--- src/sv/t8cpu_pkg.sv ---
`timescale 1ns / 1ps
// ----------------------------------------------------------------------------
// t8cpu_pkg
// opcodes, word kinds, result classes and the packed result word of the
// tiny 8-bit cpu execute unit
// ----------------------------------------------------------------------------
package t8cpu_pkg;

   // stream widths
   localparam int REQ_TDATA_W = 32;
   localparam int REQ_TUSER_W = 2;
   localparam int RSP_TDATA_W = 48;

   // machine constants
   localparam int NUM_REGS  = 16;
   localparam int BYTE_SPAN = 256;
   localparam logic [7:0] PC_STEP = 8'd2;

   typedef enum logic [3:0] {
      OP_ADD  = 4'd0,
      OP_SUB  = 4'd1,
      OP_MUL  = 4'd2,
      OP_INC  = 4'd3,
      OP_AND  = 4'd4,
      OP_OR   = 4'd5,
      OP_XOR  = 4'd6,
      OP_NOT  = 4'd7,
      OP_SLLI = 4'd8,
      OP_SRLI = 4'd9,
      OP_LI   = 4'd10,
      OP_LD   = 4'd11,
      OP_ST   = 4'd12,
      OP_JMP  = 4'd13,
      OP_BEQZ = 4'd14,
      OP_HLT  = 4'd15
   } opcode_type;

   typedef enum logic [1:0] {
      KIND_EXEC     = 2'd0,
      KIND_LOAD_REG = 2'd1,
      KIND_LOAD_MEM = 2'd2,
      KIND_READ_MEM = 2'd3
   } kind_type;

   typedef enum logic [2:0] {
      CLASS_ARITH = 3'd0,
      CLASS_LOGIC = 3'd1,
      CLASS_SHIFT = 3'd2,
      CLASS_MEM   = 3'd3,
      CLASS_IMM   = 3'd4,
      CLASS_CTRL  = 3'd5,
      CLASS_HALT  = 3'd6
   } inst_class_type;

   // result word, first field in the highest bits
   typedef struct packed {
      inst_class_type inst_class;
      logic [7:0]     store_byte;
      logic [7:0]     store_addr;
      logic           store_done;
      logic [7:0]     dest_value;
      logic [3:0]     dest_index;
      logic           reg_written;
      logic           halted;
      logic [7:0]     next_pc;
   } rsp_word_type;

   // register file write carried from execute to the result stage
   typedef struct packed {
      logic       we;
      logic       from_mem;
      logic [3:0] idx;
      logic [7:0] val;
   } rf_wr_type;

endpackage

--- src/sv/tiny_8bit_cpu_execute_unit.sv ---
`timescale 1ns / 1ps
// ----------------------------------------------------------------------------
// tiny_8bit_cpu_execute_unit
// executes one 16-bit instruction of a 16-opcode 8-bit machine per word,
// with register and data byte preload and data byte readout
// ----------------------------------------------------------------------------
//
//  channel | dir | payload                                          | handshake
//  --------+-----+--------------------------------------------------+----------
//  req     | in  | tdata: instr_word, target_addr, load_value       | tvalid/
//          |     | tuser: kind                                      | tready
//  rsp     | out | tdata: next_pc .. inst_class (42 bits + zeros)   | tvalid/
//          |     |                                                  | tready
//
//  one word enters per cycle unless a stalled rsp holds it back; each word
//  is registered in execute (capture and operand read), then executed into
//  the result register, which drives rsp_tvalid
//  the data memory read for LD and readout is the registered read of the
//  single memory port, taken on the execute-to-result transfer
//  reset clears the valid bits, program counter and halt flag; registers
//  and data memory hold no defined value until written
//  a stalled rsp holds the result stage; req stays open while execute is
//  empty or can move on into the result stage
//
module tiny_8bit_cpu_execute_unit #(
   parameter int DATA_DEPTH = 256
) (
   input  logic                              clock,
   input  logic                              reset,
   input  logic                              req_tvalid,
   output logic                              req_tready,
   // instr_word [15:0], target_addr [23:16], load_value [31:24]
   input  logic [t8cpu_pkg::REQ_TDATA_W-1:0] req_tdata,
   // kind [1:0]
   input  logic [t8cpu_pkg::REQ_TUSER_W-1:0] req_tuser,
   output logic                              rsp_tvalid,
   input  logic                              rsp_tready,
   // next_pc [7:0], halted [8], reg_written [9], dest_index [13:10],
   // dest_value [21:14], store_done [22], store_addr [30:23],
   // store_byte [38:31], inst_class [41:39], zeros above
   output logic [t8cpu_pkg::RSP_TDATA_W-1:0] rsp_tdata
);
   import t8cpu_pkg::*;

   localparam int ADDR_W = $clog2(DATA_DEPTH);

   // byte address reduced into the data memory, a constant table
   logic [ADDR_W-1:0] mod_tbl [BYTE_SPAN];

   for (genvar i = 0; i < BYTE_SPAN; i++) begin : g_mod_tbl
      assign mod_tbl[i] = ADDR_W'(i % DATA_DEPTH);
   end

   // ---------------------------------------------------------------- storage
   logic [7:0] rf_ff [NUM_REGS];
   logic [7:0] data_mem [DATA_DEPTH];
   logic [7:0] mem_rdata_ff;
   logic [7:0] pc_ff, pc_in;
   logic       halt_ff, halt_in;

   // ---------------------------------------------------------- handshakes
   logic req_accept;
   logic m_ready;
   logic e_adv;

   // execute stage
   logic       e_valid_ff;
   kind_type   e_kind_ff;
   logic [15:0] e_instr_ff;
   logic [7:0] e_target_ff;
   logic [7:0] e_load_ff;
   logic [7:0] e_src1_ff;
   logic [7:0] e_src2_ff;

   // result stage
   logic         m_valid_ff;
   rsp_word_type m_word_ff, m_word_in;
   rf_wr_type    m_rf_ff, m_rf_in;
   logic         m_rd_ff, m_rd_in;

   assign m_ready    = !m_valid_ff || rsp_tready;
   assign e_adv      = e_valid_ff && m_ready;
   assign req_tready = !e_valid_ff || m_ready;
   assign req_accept = req_tvalid && req_tready;

   // ------------------------------------------------- register file write
   // registers are written when the result word leaves, load data included
   logic       rf_we;
   logic [7:0] rf_wdata;

   assign rf_we    = m_valid_ff && rsp_tready && m_rf_ff.we;
   assign rf_wdata = m_rf_ff.from_mem ? mem_rdata_ff : m_rf_ff.val;

   always_ff @(posedge clock) begin
      if (rf_we) begin
         rf_ff[m_rf_ff.idx] <= rf_wdata;
      end
   end

   // ------------------------------------------------- capture and operand read
   // port 1 reads rs1, port 2 reads rd for INC/ST/BEQZ and rs2 otherwise
   opcode_type req_op;
   logic [3:0] req_idx1;
   logic [3:0] req_idx2;

   assign req_op   = opcode_type'(req_tdata[15:12]);
   assign req_idx1 = req_tdata[7:4];
   assign req_idx2 = (req_op == OP_INC || req_op == OP_ST || req_op == OP_BEQZ) ?
                     req_tdata[11:8] : req_tdata[3:0];

   always_ff @(posedge clock) begin
      if (reset) begin
         e_valid_ff <= 1'b0;
      end else if (req_accept) begin
         e_valid_ff <= 1'b1;
      end else if (e_adv) begin
         e_valid_ff <= 1'b0;
      end
   end

   always_ff @(posedge clock) begin
      if (req_accept) begin
         e_kind_ff   <= kind_type'(req_tuser[1:0]);
         e_instr_ff  <= req_tdata[15:0];
         e_target_ff <= req_tdata[23:16];
         e_load_ff   <= req_tdata[31:24];
         // bypass the write that lands on this same edge
         e_src1_ff   <= (rf_we && m_rf_ff.idx == req_idx1) ? rf_wdata : rf_ff[req_idx1];
         e_src2_ff   <= (rf_we && m_rf_ff.idx == req_idx2) ? rf_wdata : rf_ff[req_idx2];
      end
   end

   // ------------------------------------------------------------- execute
   opcode_type  e_op;
   logic [3:0]  e_a, e_b, e_c;
   logic [3:0]  e_idx2;
   logic [7:0]  e_src1, e_src2;
   logic [15:0] e_prod;
   logic [7:0]  e_sra;
   logic [7:0]  e_ea;
   logic [7:0]  e_pc2;
   logic        mem_we, mem_re;
   logic [ADDR_W-1:0] mem_addr;
   logic [7:0]  mem_wdata;

   assign e_op   = opcode_type'(e_instr_ff[15:12]);
   assign e_a    = e_instr_ff[11:8];
   assign e_b    = e_instr_ff[7:4];
   assign e_c    = e_instr_ff[3:0];
   assign e_idx2 = (e_op == OP_INC || e_op == OP_ST || e_op == OP_BEQZ) ? e_a : e_c;

   // forward from the older word still in the result stage
   assign e_src1 = (m_valid_ff && m_rf_ff.we && m_rf_ff.idx == e_b) ? rf_wdata : e_src1_ff;
   assign e_src2 = (m_valid_ff && m_rf_ff.we && m_rf_ff.idx == e_idx2) ?
                   rf_wdata : e_src2_ff;

   assign e_prod = e_src1 * e_src2;
   assign e_sra  = 8'($signed(e_src1) >>> e_c);
   // rs1 plus the sign-extended 4-bit offset, wrapping at 8 bits
   assign e_ea   = e_src1 + {{4{e_c[3]}}, e_c};
   assign e_pc2  = pc_ff + PC_STEP;

   always_comb begin
      m_word_in  = '0;
      m_rf_in    = '0;
      m_rd_in    = 1'b0;
      mem_we     = 1'b0;
      mem_re     = 1'b0;
      mem_addr   = mod_tbl[e_target_ff];
      mem_wdata  = e_load_ff;
      pc_in      = pc_ff;
      halt_in    = halt_ff;
      m_word_in.inst_class = CLASS_ARITH;

      unique case (e_kind_ff)
         KIND_LOAD_REG: begin
            m_rf_in.we  = 1'b1;
            m_rf_in.idx = e_target_ff[3:0];
            m_rf_in.val = e_load_ff;
         end
         KIND_LOAD_MEM: begin
            mem_we               = 1'b1;
            m_word_in.store_addr = 8'(mem_addr);
            m_word_in.store_byte = e_load_ff;
         end
         KIND_READ_MEM: begin
            mem_re               = 1'b1;
            m_rd_in              = 1'b1;
            m_word_in.store_addr = 8'(mem_addr);
         end
         KIND_EXEC: begin
            if (halt_ff) begin
               // halted machine ignores the instruction
               m_word_in.inst_class = CLASS_HALT;
            end else begin
               pc_in       = e_pc2;
               m_rf_in.idx = e_a;
               unique case (e_op)
                  OP_ADD: begin
                     m_rf_in.we  = 1'b1;
                     m_rf_in.val = e_src1 + e_src2;
                  end
                  OP_SUB: begin
                     m_rf_in.we  = 1'b1;
                     m_rf_in.val = e_src1 - e_src2;
                  end
                  OP_MUL: begin
                     m_rf_in.we  = 1'b1;
                     m_rf_in.val = e_prod[7:0];
                  end
                  OP_INC: begin
                     m_rf_in.we  = 1'b1;
                     m_rf_in.val = e_src2 + 8'd1;
                  end
                  OP_AND: begin
                     m_rf_in.we  = 1'b1;
                     m_rf_in.val = e_src1 & e_src2;
                     m_word_in.inst_class = CLASS_LOGIC;
                  end
                  OP_OR: begin
                     m_rf_in.we  = 1'b1;
                     m_rf_in.val = e_src1 | e_src2;
                     m_word_in.inst_class = CLASS_LOGIC;
                  end
                  OP_XOR: begin
                     m_rf_in.we  = 1'b1;
                     m_rf_in.val = e_src1 ^ e_src2;
                     m_word_in.inst_class = CLASS_LOGIC;
                  end
                  OP_NOT: begin
                     m_rf_in.we  = 1'b1;
                     m_rf_in.val = ~e_src1;
                     m_word_in.inst_class = CLASS_LOGIC;
                  end
                  OP_SLLI: begin
                     m_rf_in.we  = 1'b1;
                     m_rf_in.val = e_src1 << e_c;
                     m_word_in.inst_class = CLASS_SHIFT;
                  end
                  OP_SRLI: begin
                     // arithmetic: counts of 8 and up leave only the sign
                     m_rf_in.we  = 1'b1;
                     m_rf_in.val = e_sra;
                     m_word_in.inst_class = CLASS_SHIFT;
                  end
                  OP_LI: begin
                     m_rf_in.we  = 1'b1;
                     m_rf_in.val = e_instr_ff[7:0];
                     m_word_in.inst_class = CLASS_IMM;
                  end
                  OP_LD: begin
                     m_rf_in.we       = 1'b1;
                     m_rf_in.from_mem = 1'b1;
                     mem_re           = 1'b1;
                     mem_addr         = mod_tbl[e_ea];
                     m_word_in.inst_class = CLASS_MEM;
                  end
                  OP_ST: begin
                     mem_we               = 1'b1;
                     mem_addr             = mod_tbl[e_ea];
                     mem_wdata            = e_src2;
                     m_word_in.store_done = 1'b1;
                     m_word_in.store_addr = 8'(mod_tbl[e_ea]);
                     m_word_in.store_byte = e_src2;
                     m_word_in.inst_class = CLASS_MEM;
                  end
                  OP_JMP: begin
                     // twice the signed 7-bit offset, modulo 256
                     pc_in = e_pc2 + {e_instr_ff[10:4], 1'b0};
                     m_word_in.inst_class = CLASS_CTRL;
                  end
                  OP_BEQZ: begin
                     if (e_src2 == 8'd0) begin
                        pc_in = e_pc2 + {e_instr_ff[6:0], 1'b0};
                     end
                     m_word_in.inst_class = CLASS_CTRL;
                  end
                  OP_HLT: begin
                     halt_in = 1'b1;
                     m_word_in.inst_class = CLASS_HALT;
                  end
               endcase
            end
         end
      endcase

      m_word_in.reg_written = m_rf_in.we && (e_kind_ff == KIND_EXEC);
      if (m_word_in.reg_written) begin
         m_word_in.dest_index = m_rf_in.idx;
         m_word_in.dest_value = m_rf_in.val;
      end
      m_word_in.next_pc = pc_in;
      m_word_in.halted  = halt_in;
   end

   // program counter and halt flag move as the word leaves execute
   always_ff @(posedge clock) begin
      if (reset) begin
         pc_ff   <= '0;
         halt_ff <= 1'b0;
      end else if (e_adv) begin
         pc_ff   <= pc_in;
         halt_ff <= halt_in;
      end
   end

   // single-port data memory, read data registered
   always_ff @(posedge clock) begin
      if (e_adv) begin
         if (mem_we) begin
            data_mem[mem_addr] <= mem_wdata;
         end
         if (mem_re) begin
            mem_rdata_ff <= data_mem[mem_addr];
         end
      end
   end

   // ------------------------------------------------------------- result
   always_ff @(posedge clock) begin
      if (reset) begin
         m_valid_ff <= 1'b0;
      end else if (e_adv) begin
         m_valid_ff <= 1'b1;
      end else if (rsp_tready) begin
         m_valid_ff <= 1'b0;
      end
   end

   always_ff @(posedge clock) begin
      if (e_adv) begin
         m_word_ff <= m_word_in;
         m_rf_ff   <= m_rf_in;
         m_rd_ff   <= m_rd_in;
      end
   end

   rsp_word_type rsp_word;

   always_comb begin
      rsp_word = m_word_ff;
      if (m_rf_ff.from_mem) begin
         rsp_word.dest_value = mem_rdata_ff;
      end
      if (m_rd_ff) begin
         rsp_word.store_byte = mem_rdata_ff;
      end
   end

   assign rsp_tvalid = m_valid_ff;
   assign rsp_tdata  = RSP_TDATA_W'(rsp_word);

   // ---------------------------------------------------------- assertions
   halt_sticky: assert property (@(posedge clock) disable iff (reset)
      halt_ff |=> halt_ff)
      else $error("halt flag cleared without reset");

   pc_frozen_when_halted: assert property (@(posedge clock) disable iff (reset)
      halt_ff |=> $stable(pc_ff))
      else $error("program counter moved while halted");

   exec_reaches_result: assert property (@(posedge clock) disable iff (reset)
      e_adv |=> m_valid_ff)
      else $error("word left execute but no result is held");

   store_word_consistent: assert property (@(posedge clock) disable iff (reset)
      m_valid_ff && m_word_ff.store_done |->
         m_word_ff.inst_class == CLASS_MEM && !m_word_ff.reg_written)
      else $error("store result carries a register write or wrong class");

endmodule

--- config.mk ---
export PLATFORM = sky130hd
export DESIGN_NAME = tiny_8bit_cpu_execute_unit
export DESIGN_NICKNAME = d
export VERILOG_FILES = /design/src/sv/t8cpu_pkg.sv /design/src/sv/tiny_8bit_cpu_execute_unit.sv
export SDC_FILE = /design/constraint.sdc
export NUM_CORES = 2
export LEC_CHECK = 0
export ABC_AREA = 1
export BUFFER_PORTS_ARGS = -buffer_cell sky130_fd_sc_hd__buf_2
export CAP_MARGIN = 30
export CORE_MARGIN = 3
export CORE_UTILIZATION = 40
export CTS_CLUSTER_DIAMETER = 120
export CTS_CLUSTER_SIZE = 10
export DETAILED_ROUTE_END_ITERATION = 8
export MAX_ROUTING_LAYER = met4
export PLACE_DENSITY = 0.65
export SLEW_MARGIN = 20
export SYNTH_ARGS = -nofsm -noshare
export SYNTH_HDL_FRONTEND = slang
export SYNTH_SLANG_ARGS = --single-unit
export TNS_END_PERCENT = 10
--- constraint.sdc ---
create_clock -name clock -period 24 [get_ports clock]
set_input_delay 3.6 -clock clock [delete_from_list [all_inputs] [get_ports clock]]
set_output_delay 3.6 -clock clock [all_outputs]
set_load 0.02 [all_outputs]
==> qor.csv <==
stage;metric;value;unit
worst_setup_path;critical path class;in2out;
yosys;Synth Instances;6895;
run;max_cap viols;0;
route;Iter 0 DRT Violations;7877;
layout;Nets;7088;
global_route;Remaining Overflow, GRT;0;
route;Final ANT Viol Nets;0;
pwr;pwr dens;84.0;mW/mm2
clock_network;CTS Sinks;2300;
worst_setup_path;Worst Path Buf+Inv;3;
sta;Fmax achieved;130;MHz
global_route;largest net degree at the start of global routing;225;
clock_network;Clock Latency Late Sink;930;ps
pwr;leakage power;35.5;nW
place;Cells after DPL;9693;
floorplan;total core area;0.231;mm2
worst_setup_path;Worst path slowest cell;buf_2;
layout;share of layout cells above drive strength 1;0.0866;
layout;Area growth, synth to finish;11.8;%
route;routed via count;59000;
worst_setup_path;delay-heaviest family, CP;buffers and inverters;
clock_network;CTS tree;yes;
sta;Max transition margin;0.137;
worst_setup_path;Crit path top cell by count;buf_2;
floorplan;I/O Pins;88;
yosys;Yosys reg bits;2300;
place;hpwl dp;145;mm
clock_network;TritonCTS Buffers;280;
route;count of TritonRoute iterations in the first routing pass;9;
floorplan;Die Y;490;um
outcome;outcome;finished clean;
yosys;Synth area leaders;edfxtp_1 74%, a22oi_1 8.3%, nand2_1 5.4%;
sta;Slew @ Worst Pin;1290;ps
clock_network;H-Tree Depth;5;
clock_network;setup bufs post-CTS;0;
yosys;Post-synth top flop;edfxtp_1;
clock_network;maximum clock path buffer count;4;
clock_network;cts hold-fix bufs;0;
yosys;Cell variety after synth;66;
yosys;yosys warns;0;
global_route;global-route wire length before repair;377;mm
place;Port Buf Inserts;80;
sta;Final min period;7710;ps
clock_network;root buffer cell;clkbuf_16;
layout;Layout Cells excl Fill;10000;
floorplan;Die W;490;um
yosys;synth cell count leaders;2290 x edfxtp_1, 1355 x nand2_1, 1030 x a22oi_1;
route;Vias/cell;5.89;
min_path;worst min path class;reg2reg;
sta;final clock skew;63.0;ps
route;detailed-route wire length per cell;25.5;um
sta;period utilization;0.321;
place;gp weighted congestion;0.934;
worst_setup_path;Req. time, crit path;20400;ps
floorplan;Rows;176;
clock_network;Worst-path clk slew;50;ps
global_route;number of global-route vias before repair;57400;
worst_setup_path;CP Cell Sequence;buf_2 -> inv_1 -> nand3_1 -> buf_2;
yosys;post-synth top area share;0.735;
worst_setup_path;Worst Path Arrival;4110;ps
yosys;area leader, netlist;edfxtp_1;
global_route;initial antenna violation count;4;
worst_setup_path;Worst setup SP type;input pin;
worst_setup_path;Reg2Reg Setup Slack;16550;ps
floorplan;die footprint;0.240;mm2
yosys;EDFF count, synth;2290;
clock_network;CTS resizes;0;
sta;Slew Viols, Final;0;
worst_setup_path;Max stage delay on crit path;190;ps
yosys;count leader, synth;edfxtp_1;
yosys;async set-reset flop share out of synthesis;0;
route;DRC viols;0;
pwr;peak supply drop;65.3;uV
floorplan;Starting Density;0.404;
yosys;Syn Std Cell Area;0.0935;mm2
worst_setup_path;CP Capture Type;primary output;
route;Post-Route WL;255;mm
worst_setup_path;Max Fanout on Critical Path;3;
global_route;Total GRT Usage;0.215;
sta;RSZ-0062 raised after global routing;no;
layout;Fillers;20100;
sta;final hold viol count;0;
yosys;Seq/Total Area, Yosys;0.737;
yosys;Avg Synthesized Cell Area;13.6;um2
sta;setup TNS;0;ps
sta;final setup fails;0;
-- kinds of logic (layout without fill, tap and decap cells) --
group,after synthesis,in the layout,synth area share
XOR/XNOR,26,26,0.00243
flip-flops,2300,2300,0.737
AND/OR/NAND/NOR,2162,2162,0.0942
adder cells (fa/ha/maj),88,88,0.0131
multiplexers,8,8,0.000963
buffers and inverters,707,790,0.0326
AO/OA/AOI/OAI,1603,1603,0.119
other,1,12,0.0000401
-- final cells by class --
| cell class | count | area (um2) | share of cell area |
|---|---|---|---|
| Multi-Input combinational cell | 3894 | 21700 | 0.208 |
| Timing Repair Buffer | 205 | 1700 | 0.0163 |
| Tap cell | 3026 | 3790 | 0.0362 |
| Inverter | 281 | 1050 | 0.0101 |
| Sequential cell | 2300 | 69000 | 0.660 |
| Clock buffer | 295 | 7230 | 0.0692 |
| Clock inverter | 9 | 76.3 | 0.000730 |
| Antenna cell | 5 | 12.5 | 0.000120 |
-- metrics by stage --
| step | worst slack (ps) | cell area [um2] | hold WS (ps) | util | total power, W |
|---|---|---|---|---|---|
| 3_5_place_dp | 16290 | 97000 | 518 | 0.419 | 0.00527 |
| 6_report | 16290 | 105000 | 523 | 0.452 | 0.00878 |
| 2_1_floorplan | 10770 | 93600 | 476 | - | 0.00505 |
| 3_3_place_gp | 16280 | 96800 | 519 | 0.419 | 0.00525 |
| 5_1_grt | 16040 | 105000 | 569 | 0.452 | 0.00905 |
| 4_1_cts | 16290 | 104000 | 524 | 0.451 | 0.00881 |
-- worst reg2reg max path: stages, from the launching register on --
cell and delay [ps]:
edfxtp_1 500, inv_1 410, nand2_1 100, nand2_1 490, inv_1 190, o21ai_1 170
buf_4 220, ha_1 220, fa_1 440, inv_1 80, nand2_1 70, o21ai_2 220
inv_2 160, nor2_4 100, buf_4 730, buf_4 900, buf_4 790, a22oi_1 260
a21boi_1 330, nor2_1 160, nor2_1 260, nor2_1 80, nand2_1 70, nand2_1 60
nand2_1 130, nor2_1 70, nand2_1 130
-- sequential cells by signal, summed over array words and instances (netlist names) --
name	cells
e_valid_ff	1
m_rd_ff	1
rsp_tvalid	1
e_src1_ff	8
rsp_tdata	25
data_mem	2048
e_kind_ff	2
rf_ff	128
e_target_ff	8
e_instr_ff	16
pc_ff	7
e_src2_ff	8
halt_ff	1
m_rf_ff	14
mem_rdata_ff	8
m_word_ff	16
e_load_ff	8
-- report_power, final --
| group | internal [W] | switching (W) |
|---|---|---|
| registers | 0.00445 | 0.0000129 |
| clock network | 0.00211 | 0.00147 |
| logic | 0.000202 | 0.000536 |
| total | 0.00676 | 0.00202 |
-- placed cells by master, fill, tap and decap left out, types with 9 or more instances in the layout --
cell type  netlist  final
a21boi_0        16     16
a21boi_1        24     24
a21oi_1        161    161
a22o_1          14     14
a22oi_1       1030   1030
a31oi_1         16     16
buf_12           0     18
buf_2          211     79
buf_4           35     99
clkbuf_16        0    288
dfxtp_1         10     10
edfxtp_1      2290   2290
fa_1            17     17
ha_1            71     71
inv_1          256    254
inv_2           21     23
nand2_1       1355   1344
nand2_2          7     18
nand3_1        148    148
nand4_1         77     77
nor2_1         486    481
nor3_1          42     41
o211ai_1        57     57
o21ai_0        183    175
o21ai_1         31     30
o21ai_4          1      9
o221ai_1        10     10
o22ai_1         10     10
xor2_1          18     18
-- routing by layer --
layer / wire length [um] / up-vias / global-route usage
li1: - / 25900 / -
met1: 104000 / 29400 / 0.294
met2: 118000 / 3155 / 0.326
met3: 24500 / 506 / 0.0378
met4: 8860 / 0 / 0.0736
met5: 0 / - / -
-- final timing paths --
| check | startpoint | to | depth (start not counted) |
|---|---|---|---|
| worst min-delay path | rsp_tvalid | rsp_tvalid | 2 |
| worst max-delay path | rsp_tready | req_tready | 4 |
| worst min register to register | rsp_tvalid | rsp_tvalid | 2 |
| worst max register to register | m_rf_ff[12] | mem_rdata_ff[0] | 26 |
Power figures use the tool's default switching activity.
